[config.mk]
export PLATFORM = sky130hd
export DESIGN_NAME = tcw_ctrl
export DESIGN_NICKNAME = d
export VERILOG_FILES = /design/src/sv/tcw_pkg.sv /design/src/sv/tcw_ctrl.sv
export VERILOG_INCLUDE_DIRS = /design/src /design/src/sv
export SDC_FILE = /design/constraint.sdc
export NUM_CORES = 1
export LEC_CHECK = 0
export ABC_AREA = 1
export BUFFER_PORTS_ARGS = -buffer_cell sky130_fd_sc_hd__buf_2
export CORE_ASPECT_RATIO = 0.8
export CORE_MARGIN = 2
export CORE_UTILIZATION = 39
export DETAILED_ROUTE_END_ITERATION = 7
export GPL_TIMING_DRIVEN = 0
export SYNTH_ARGS = -nofsm -noshare
export SYNTH_HDL_FRONTEND = slang
export SYNTH_SLANG_ARGS = --single-unit
[constraint.sdc]
create_clock -name clk -period 6.14 [get_ports clk]
set_input_delay 0.307 -clock clk [delete_from_list [all_inputs] [get_ports clk]]
set_output_delay 0.307 -clock clk [all_outputs]
set_load 0.05 [all_outputs]
[src/sv/text_console_writer_macros.svh]
`ifndef TEXT_CONSOLE_WRITER_MACROS_SVH
`define TEXT_CONSOLE_WRITER_MACROS_SVH

// Checks that the consequent holds in the same cycle as the antecedent.
`define TCW_ASSERT_IMPLY(label, clk, rst_n, ante, cons, msg) \
    label: assert property (@(posedge clk) disable iff (!rst_n) (ante) |-> (cons)) \
        else $error(msg);

// Checks that the consequent holds in the cycle after the antecedent.
`define TCW_ASSERT_NEXT(label, clk, rst_n, ante, cons, msg) \
    label: assert property (@(posedge clk) disable iff (!rst_n) (ante) |=> (cons)) \
        else $error(msg);

`endif

[src/sv/tcw_pkg.sv]
`timescale 1ns / 1ps

package tcw_pkg;

    localparam int ROWS_DEF = 25;
    localparam int COLS_DEF = 80;

    localparam int CELL_W = 16;

    localparam logic [7:0] ATTR_RESET   = 8'h07;
    localparam logic [7:0] CH_NEWLINE   = 8'd10;
    localparam logic [7:0] CH_BACKSPACE = 8'd8;
    localparam logic [7:0] CH_SPACE     = 8'd32;

    localparam logic [1:0] REQ_PUT   = 2'd0;
    localparam logic [1:0] REQ_CLEAR = 2'd1;
    localparam logic [1:0] REQ_READ  = 2'd2;

    typedef enum logic [2:0] {
        ST_IDLE,
        ST_EXEC,
        ST_COPY,
        ST_FILL,
        ST_CLEAR,
        ST_RESULT
    } tcw_state_t;

    typedef struct packed {
        logic [4:0] cursor_row;
        logic [6:0] cursor_col;
        logic [7:0] read_char;
        logic [7:0] read_attr;
        logic       scrolled;
    } tcw_result_t;

endpackage

[src/sv/tcw_ctrl.sv]
`timescale 1ns / 1ps
`include "text_console_writer_macros.svh"

module tcw_ctrl #(
    parameter int ROWS = tcw_pkg::ROWS_DEF,
    parameter int COLS = tcw_pkg::COLS_DEF
) (
    input  logic                       clk,
    input  logic                       rst_n,
    input  logic [7:0]                 text_attr,
    input  logic                       req_valid,
    output logic                       req_stall,
    input  logic [1:0]                 req_type,
    input  logic [7:0]                 char_code,
    input  logic [10:0]                cell_index,
    output logic                       res_valid,
    input  logic                       res_ready,
    output tcw_pkg::tcw_result_t       res,
    output logic                       mem_we,
    output logic [$clog2(ROWS*COLS)-1:0] mem_waddr,
    output logic [tcw_pkg::CELL_W-1:0] mem_wdata,
    output logic                       mem_re,
    output logic [$clog2(ROWS*COLS)-1:0] mem_raddr,
    input  logic [tcw_pkg::CELL_W-1:0] mem_rdata
);

    localparam int NCELLS = ROWS * COLS;
    localparam int AW     = $clog2(NCELLS);
    localparam int RW     = $clog2(ROWS);
    localparam int CW     = $clog2(COLS);

    localparam logic [AW-1:0] LAST_ROW  = AW'(NCELLS - COLS);
    localparam logic [AW-1:0] LAST_CELL = AW'(NCELLS - 1);
    localparam logic [AW-1:0] COLS_A    = AW'(COLS);
    localparam logic [RW-1:0] ROW_MAX   = RW'(ROWS - 1);
    localparam logic [CW-1:0] COL_MAX   = CW'(COLS - 1);

    tcw_pkg::tcw_state_t state_reg, state_next;

    logic [1:0]    type_reg;
    logic [7:0]    char_reg;
    logic [10:0]   idx_reg;

    logic [RW-1:0] row_reg, row_next;
    logic [CW-1:0] col_reg, col_next;
    logic [AW-1:0] cell_reg, cell_next;
    logic [AW-1:0] walk_reg, walk_next;
    logic          scrolled_reg, scrolled_next;
    logic          rd_hit_reg, rd_hit_next;

    logic [tcw_pkg::CELL_W-1:0] blank;
    logic                       accept;
    logic                       idx_in_range;

    assign blank        = {text_attr, tcw_pkg::CH_SPACE};
    assign accept       = req_valid && !req_stall;
    assign idx_in_range = 32'(idx_reg) < NCELLS;

    always_ff @(posedge clk or negedge rst_n)
    begin
        if (!rst_n)
        begin
            state_reg    <= tcw_pkg::ST_IDLE;
            row_reg      <= '0;
            col_reg      <= '0;
            cell_reg     <= '0;
            walk_reg     <= '0;
            scrolled_reg <= 1'b0;
            rd_hit_reg   <= 1'b0;
        end
        else
        begin
            state_reg    <= state_next;
            row_reg      <= row_next;
            col_reg      <= col_next;
            cell_reg     <= cell_next;
            walk_reg     <= walk_next;
            scrolled_reg <= scrolled_next;
            rd_hit_reg   <= rd_hit_next;
        end
    end

    always_ff @(posedge clk)
    begin
        if (accept)
        begin
            type_reg <= req_type;
            char_reg <= char_code;
            idx_reg  <= cell_index;
        end
    end

    always_comb
    begin
        state_next    = state_reg;
        row_next      = row_reg;
        col_next      = col_reg;
        cell_next     = cell_reg;
        walk_next     = walk_reg;
        scrolled_next = scrolled_reg;
        rd_hit_next   = rd_hit_reg;

        req_stall = 1'b1;
        res_valid = 1'b0;
        mem_we    = 1'b0;
        mem_waddr = cell_reg;
        mem_wdata = blank;
        mem_re    = 1'b0;
        mem_raddr = AW'(idx_reg);

        case (state_reg)
            tcw_pkg::ST_IDLE:
            begin
                req_stall = 1'b0;
                if (req_valid)
                begin
                    scrolled_next = 1'b0;
                    rd_hit_next   = 1'b0;
                    state_next    = tcw_pkg::ST_EXEC;
                end
            end

            tcw_pkg::ST_EXEC:
            begin
                state_next = tcw_pkg::ST_RESULT;
                case (type_reg)
                    tcw_pkg::REQ_PUT:
                    begin
                        case (char_reg)
                            tcw_pkg::CH_NEWLINE:
                            begin
                                if (row_reg == ROW_MAX)
                                begin
                                    walk_next  = '0;
                                    state_next = tcw_pkg::ST_COPY;
                                end
                                else
                                begin
                                    row_next  = row_reg + RW'(1);
                                    col_next  = '0;
                                    cell_next = cell_reg - AW'(col_reg) + COLS_A;
                                end
                            end

                            tcw_pkg::CH_BACKSPACE:
                            begin
                                if (cell_reg != '0)
                                begin
                                    mem_we    = 1'b1;
                                    mem_waddr = cell_reg - AW'(1);
                                    cell_next = cell_reg - AW'(1);
                                    if (col_reg == '0)
                                    begin
                                        col_next = COL_MAX;
                                        row_next = row_reg - RW'(1);
                                    end
                                    else
                                    begin
                                        col_next = col_reg - CW'(1);
                                    end
                                end
                            end

                            default:
                            begin
                                mem_we    = 1'b1;
                                mem_wdata = {text_attr, char_reg};
                                if (col_reg != COL_MAX)
                                begin
                                    col_next  = col_reg + CW'(1);
                                    cell_next = cell_reg + AW'(1);
                                end
                                else if (row_reg != ROW_MAX)
                                begin
                                    col_next  = '0;
                                    row_next  = row_reg + RW'(1);
                                    cell_next = cell_reg + AW'(1);
                                end
                                else
                                begin
                                    walk_next  = '0;
                                    state_next = tcw_pkg::ST_COPY;
                                end
                            end
                        endcase
                    end

                    tcw_pkg::REQ_CLEAR:
                    begin
                        row_next   = '0;
                        col_next   = '0;
                        cell_next  = '0;
                        walk_next  = '0;
                        state_next = tcw_pkg::ST_CLEAR;
                    end

                    tcw_pkg::REQ_READ:
                    begin
                        mem_re      = idx_in_range;
                        rd_hit_next = idx_in_range;
                    end

                    default:
                    begin
                        state_next = tcw_pkg::ST_RESULT;
                    end
                endcase

                // A scroll always leaves the cursor at the start of the last row.
                if (state_next == tcw_pkg::ST_COPY)
                begin
                    row_next      = ROW_MAX;
                    col_next      = '0;
                    cell_next     = LAST_ROW;
                    scrolled_next = 1'b1;
                end
            end

            tcw_pkg::ST_COPY:
            begin
                // Read one row ahead, write the cell read in the previous cycle.
                mem_re    = walk_reg != LAST_ROW;
                mem_raddr = walk_reg + COLS_A;
                mem_we    = walk_reg != '0;
                mem_waddr = walk_reg - AW'(1);
                mem_wdata = mem_rdata;
                if (walk_reg == LAST_ROW)
                begin
                    state_next = tcw_pkg::ST_FILL;
                end
                else
                begin
                    walk_next = walk_reg + AW'(1);
                end
            end

            tcw_pkg::ST_FILL, tcw_pkg::ST_CLEAR:
            begin
                mem_we    = 1'b1;
                mem_waddr = walk_reg;
                if (walk_reg == LAST_CELL)
                begin
                    state_next = tcw_pkg::ST_RESULT;
                end
                else
                begin
                    walk_next = walk_reg + AW'(1);
                end
            end

            tcw_pkg::ST_RESULT:
            begin
                res_valid = 1'b1;
                if (res_ready)
                begin
                    state_next = tcw_pkg::ST_IDLE;
                end
            end

            default:
            begin
                state_next = tcw_pkg::ST_IDLE;
            end
        endcase
    end

    always_comb
    begin
        res.cursor_row = 5'(row_reg);
        res.cursor_col = 7'(col_reg);
        res.read_char  = rd_hit_reg ? mem_rdata[7:0] : 8'd0;
        res.read_attr  = rd_hit_reg ? mem_rdata[15:8] : 8'd0;
        res.scrolled   = scrolled_reg;
    end

    `TCW_ASSERT_IMPLY(a_cursor_consistent, clk, rst_n, 1'b1,
        int'(cell_reg) == int'(row_reg) * COLS + int'(col_reg), "cursor cell out of step")
    `TCW_ASSERT_NEXT(a_accept_to_exec, clk, rst_n, accept,
        state_reg == tcw_pkg::ST_EXEC, "accepted item did not start")
    `TCW_ASSERT_IMPLY(a_write_in_range, clk, rst_n, mem_we,
        int'(mem_waddr) < NCELLS, "buffer write out of range")
    `TCW_ASSERT_IMPLY(a_no_same_cell, clk, rst_n, mem_we && mem_re,
        mem_waddr != mem_raddr, "read and write of one cell in one cycle")
    `TCW_ASSERT_IMPLY(a_scroll_cursor, clk, rst_n, res_valid && res.scrolled,
        row_reg == ROW_MAX && col_reg == '0, "scroll left cursor off the last row")

endmodule

-- Word level (Yosys, flattened, before mapping)
Cells that the tools add are included.
- add/subtract/negate cells: 11
- $mul: 0
- divide/modulo/power cells: 0
- $lt $le $gt $ge: 1
- equality and inequality tests: 35
- shifts and indexed selects: 0
- mux-type cells: 64
- bitwise operators: 0
- reductions and logical operators: 18
- operators with widths (kind ; number):
    $mux 11 ; 13
    $pmux 11 s2 ; 4
    $pmux 11 s3 ; 2
    $mux 7 ; 6
    $mux 8 ; 4
    $pmux 16 s2 ; 1
    $mux 5 ; 6
    $pmux 7 s2 ; 2
    $mux 3 ; 8
    $ne 4x4->1 const B ; 6
    $add 11x1->11 const B ; 2
    $add 11x7->11 const B ; 2
    $eq 11x11->1 const B ; 2
    $reduce_bool 11->1 ; 2
    $sub 11x1->11 const B ; 2
    $pmux 5 s2 ; 2
    $eq 8x4->1 const B ; 2
    $ne 5x5->1 const B ; 3
    $pmux 3 s5 ; 1
    $ne 2x2->1 const B ; 7
    $pmux 3 s2 ; 2
    $lt 11x11->1 const B ; 1
    $ne 11x11->1 const B ; 1
    $sub 11x7->11 ; 1
    other kinds (30) ; 47
- bits in registers: 60
- bits in latches: 0
- memory bits (writable): 0
- ROM bits: 0
- bits of input ports: 49
- output and inout port bits: 71
- logic and storage cells: 139
- memories: 0

-- Logic depth before layout (Yosys ltp)
- depth in word-level cells: 9
- gate-level depth with buffers: 18
- depth with buffers taken out: 16

-- Least setup slack after synthesis
Ideal clock, no wire load.
- kind: reg-to-output
- start: register state_reg[0]
- end: output port mem_wdata[1] in the netlist's numbering
- arrival time: 2340 ps
- required time: 5833 ps
- slack: 3493 ps
- cell stages (with the launch flop): 9
- path buffers: 0
- path through: dfrtp_1 inv_2 nor2_1 inv_2 nor2_8 inv_4 nor2_1 nand2_1 o21ai_0
- longest elaborated chain between the ends: 2
- elaborated cells between the ends (all ways): 3
- those cells by class: 2 x eq/ne; 1 x mux
- ends and longest elaborated chain (element ; line ; source):
    from (decl) ; tcw_ctrl.sv:38 ; tcw_pkg::tcw_state_t state_reg, state_next;
    from (signal assigned) ; tcw_ctrl.sv:63 ; state_reg <= tcw_pkg::ST_IDLE;
    from (signal assigned) ; tcw_ctrl.sv:73 ; state_reg <= state_next;
    $eq 3x2->1 / $eq 3x1->1 (equally long branches) ; tcw_ctrl.sv:111 ; case (state_reg)
    $pmux 16 s2 * ; tcw_ctrl.sv:111 ;
    to (decl) ; tcw_ctrl.sv:21 ; output logic [tcw_pkg::CELL_W-1:0] mem_wdata,
Mark *: on every way between the ends. The rest lies on a longest branch, timed or not.

-- Final worst setup path
- start: register state_reg[0]
- end: output port mem_waddr[3]
- longest elaborated chain between the ends: 3
- elaborated cells between the ends (all ways): 6
- those cells by class: 4 x eq/ne; 1 x mux; 1 x reduce/logical
- ends and longest elaborated chain (element ; line ; source):
    $eq 3x2->1 / $eq 3x3->1 (equally long branches) ; tcw_ctrl.sv:111 ;
    $reduce_or 2->1 ; tcw_ctrl.sv:111 ;
    $pmux 11 s3 * ; tcw_ctrl.sv:111 ;
    to (decl) ; tcw_ctrl.sv:20 ; output logic [$clog2(ROWS*COLS)-1:0] mem_waddr,
Marks and branches as above.

==> results by stage <==
Setup path:
- In this design, the critical path's most frequently occurring cell is nor2_1.
- Along the worst path, the maximum fanout reaches 6.
- Among all stages on the critical path, the largest delay is contributed by nor2_1.
- The critical path startpoint category is a register.
- The endpoint required time on the critical path is 5830 ps.
- Together, buffers and inverters on the worst path number 5.
- The signal on the critical path passes through inv_2 -> nor2_1 -> inv_2 -> nor2_8 -> inv_4 -> nor2_1 -> inv_1 -> nor2_1 -> nor2_1 -> o21ai_0 -> buf_2.
- The critical path data arrival time is 2810 ps.
- The worst setup path is captured at an output port.
- The critical path in this run is classified as register to output port.
- The critical path's largest stage delay is 570 ps.
- The largest delay contributor family on the critical path is simple AND/OR/NAND/NOR gates.

Floorplan:
- The die covers 15600 um^2.
- The vertical die dimension is 112 um.
- The core region area is 14300 um^2.
- Measured along the x axis, the die boundary spans 139 um.
- In this run the core area contains 39 standard-cell rows.
- The boundary pin count is 120.
- For this configuration, the core starts out at a cell density of 0.399.

Yosys:
- The fraction of registers with async set/reset is 0.650.
- The gate count after technology mapping is 837.
- During synthesis, Yosys emitted a total of 0 warnings.
- The net count of the mapped netlist is 922.
- The mapped netlist covers 5700 um^2.
- In the post-synthesis netlist, the biggest area contributors are dfrtp_1 (17%), nand2_1 (14%), edfxtp_1 (11%), ha_1 (7.5%), inv_1 (7.2%).
- Synthesis instantiated 48 different standard cells from the library.
- The most used flip-flop cell after synthesis is dfrtp_1.
- After synthesis the netlist holds a flip-flop and latch count of 60.
- The most repeated cell in the gate-level netlist after synthesis is nand2_1.
- The number of synthesized flops with an enable pin is 21.
- The proportion of netlist area held by the largest area contributor is 0.171.
- The cell type with the largest total area after synthesis is dfrtp_1.
- For this run, the register share of the synthesized area comes to 0.282.
- The commonest cells after synthesis are nand2_1 (216), inv_1 (110), nand3_1 (78).
- The average cell area after synthesis is 6.81 um^2.

Finish:
- From synthesis to final layout, the design area changed by 19.5%.
- The ratio of cells with drive above 1 in the final layout is 0.192.
- The footprint of the multi-input gates is 3500 um^2.
- Once layout is done, the placed cells without fillers occupy 6810 um^2.
- After the last flow step, the layout net total stands at 1052.
- In the final layout, flip-flops and latches occupy 1610 um^2.
- After the flow finishes, the layout carries non-filler instances totaling 1156.
- The number of fill cells in the layout is 1498.
- For this run, the share of the core covered by cells in the final layout is 0.477.
- The number of diodes added for antenna fixing is 0.

CTS:
- The total of hold buffers inserted after clock tree synthesis is 0.
- The clock-pin slew on the worst setup and hold paths is 60 ps.
- The CTS buffer count is 9.
- The buffer cell driving the clock tree root is clkbuf_16.
- In this run the deepest clock path goes through 2 buffers.
- The clock net in this run drives a total of 60 sinks.
- Once the clock tree was built, the setup fixing pass inserted 0 buffers.
- Clock latency on the worst-skew pair, taken at its later pin, is 350 ps.
- TritonCTS built the clock tree.
- The H-tree depth reported by CTS is 3.
- The number of gates resized after CTS was 0.

STA:
- The final worst clock skew is 10.3 ps.
- For this run, the top clock speed supported by timing is 321 MHz.
- The tightest slew margin relative to the limit is 0.296.
- The number of hold violations in the final report is 0.
- The part of the cycle the worst path needs is 0.507.
- The minimum period implied by the final worst setup slack is 3110 ps.
- Setup repair after global routing left no endpoint under its margin.
- The max-slew violation total from the final report was 0.
- The transition at the pin with the smallest max-transition slack is 1060 ps.
- The final setup violation count is 0.
- Across all hold checks on the routed design, the worst slack comes to 129 ps.
- Summed over all failing endpoints, the final setup total negative slack is 0 ps.

Global route:
- The first-pass GRT wire length is 29200 um.
- In the global route stage, overall resource usage came out at 0.237.
- The leftover overflow at the end of global routing is 0.
- The number of antenna violations at the first check in global routing is 0.
- The largest net degree at the start of global routing is 40.
- The via count of the first global-routing pass is 5658.

Placement:
- The total half-perimeter wirelength after legalization and detailed placement is 14300 um.
- The global placer's final weighted congestion is 0.903.
- After detailed placement, the total cell area comes to 6530 um^2.
- The total of buffers placed on input and output ports is 119.
- The number of cells in the design after placement is 1140.

Route:
- The count of antenna-violating nets left after detailed routing is 0.
- The via count normalized by instance count is 5.18.
- The final layout contains routed wiring with a total length of 18100 um.
- The number of iterations in the first detailed-routing pass is 6.
- The final routed DRC violation total is 0.
- The average routed wire per standard cell is 15.6 um.
- For this block, the initial DRC count from the detailed router was 436.
- The via count of the routed design is 5992.

Pwr:
- In this run the power density over the cells is 144 nW/um^2.
- The switching part of the total power is 0.272.
- Across the VDD grid, the largest voltage drop is 0.132 mV.
- The analysis attributes to net switching a power of 0.266 mW.
- The share of total power dissipated in the clock network is 0.508.
- The sequential cell fraction of total power is 0.424.
- The static leakage is 3.42 nW.
- Cell internal power was estimated by the tool at 0.712 mW.
- The share of total power dissipated in combinational logic is 0.068.

Job:
- The tool flagged a number of max-cap violations equal to 0.

Worst hold path:
- The class of the tightest hold or removal check is input port to register.

Status:
- The run finished with clean final reports.
-- layer usage --
metal / track usage / up-vias / share of wire
met3: 0.0742 / 21 / 0.087
met4: 0.0620 / 0 / 0.013
met1: 0.336 / 2695 / 0.49
li1: - / 3029 / -
met2: 0.351 / 247 / 0.41
met5: 0 / - / 0
-- cells in the final DEF (no fill, tap or decap), drive strengths merged, types with 22 or more instances in the layout --
| cell | n |
|---|---|
| inv | 121 |
| nand3 | 80 |
| nand4 | 22 |
| buf | 132 |
| ha | 34 |
| a21oi | 39 |
| nand2 | 225 |
| o21ai | 71 |
| dfrtp | 39 |
| xor2 | 23 |
| nor2 | 80 |
| clkbuf | 22 |
-- path summary, 6_finish.rpt --
check,from,end,slack [ps],cells after the start
min reg2reg,scrolled_reg,scrolled_reg,500,2
max,state_reg[0],mem_waddr[3],3030,11
min in group asynchronous,rst_n,cell_reg[7],150,1
min,char_code[3],char_reg[3],130,1
max in group asynchronous,rst_n,rd_hit_reg,5340,1
max reg2reg,char_reg[4],row_reg[4],3450,17
-- power groups by stage --
stage                     Clock, mW  Combinational [mW]  Sequential [mW]
after floorplan                   0              0.0361            0.423
after global placement            0              0.0677            0.422
after detailed placement          0              0.0677            0.422
after CTS                     0.504              0.0679            0.415
after global routing          0.520              0.0718            0.414
final                         0.496              0.0670            0.415
-- cell type report --
class                           count  share of cell area
Clock inverter                      7             0.00863
Multi-Input combinational cell    633               0.514
Inverter                          118              0.0657
Sequential cell                    60               0.236
Buffer                             26              0.0211
Clock buffer                        9              0.0331
Timing Repair Buffer              119              0.0874
Tap cell                          184              0.0338
-- worst reg2reg max path: cells and delay by family, from the launching register on --
family          cells  cell delay (ps)
flops               1              350
buf+inv             5              710
simple gates        8              820
fa+ha+maj           1              280
compound gates      3              460
-- logic make-up after synthesis --
group	synth area share
xor+xnor	0.0399
simple gates	0.351
buf+inv	0.104
compound gates	0.142
fa+ha+maj	0.0816
flops	0.282
-- stage by stage --
step                total power, mW  worst slack (ps)
floorplan                     0.459              3490
global placement              0.490              3470
detailed placement            0.490              3480
CTS                           0.987              3090
global route                   1.01              2840
finish                        0.978              3030
Note: power is estimated with default switching activity, not from simulation.
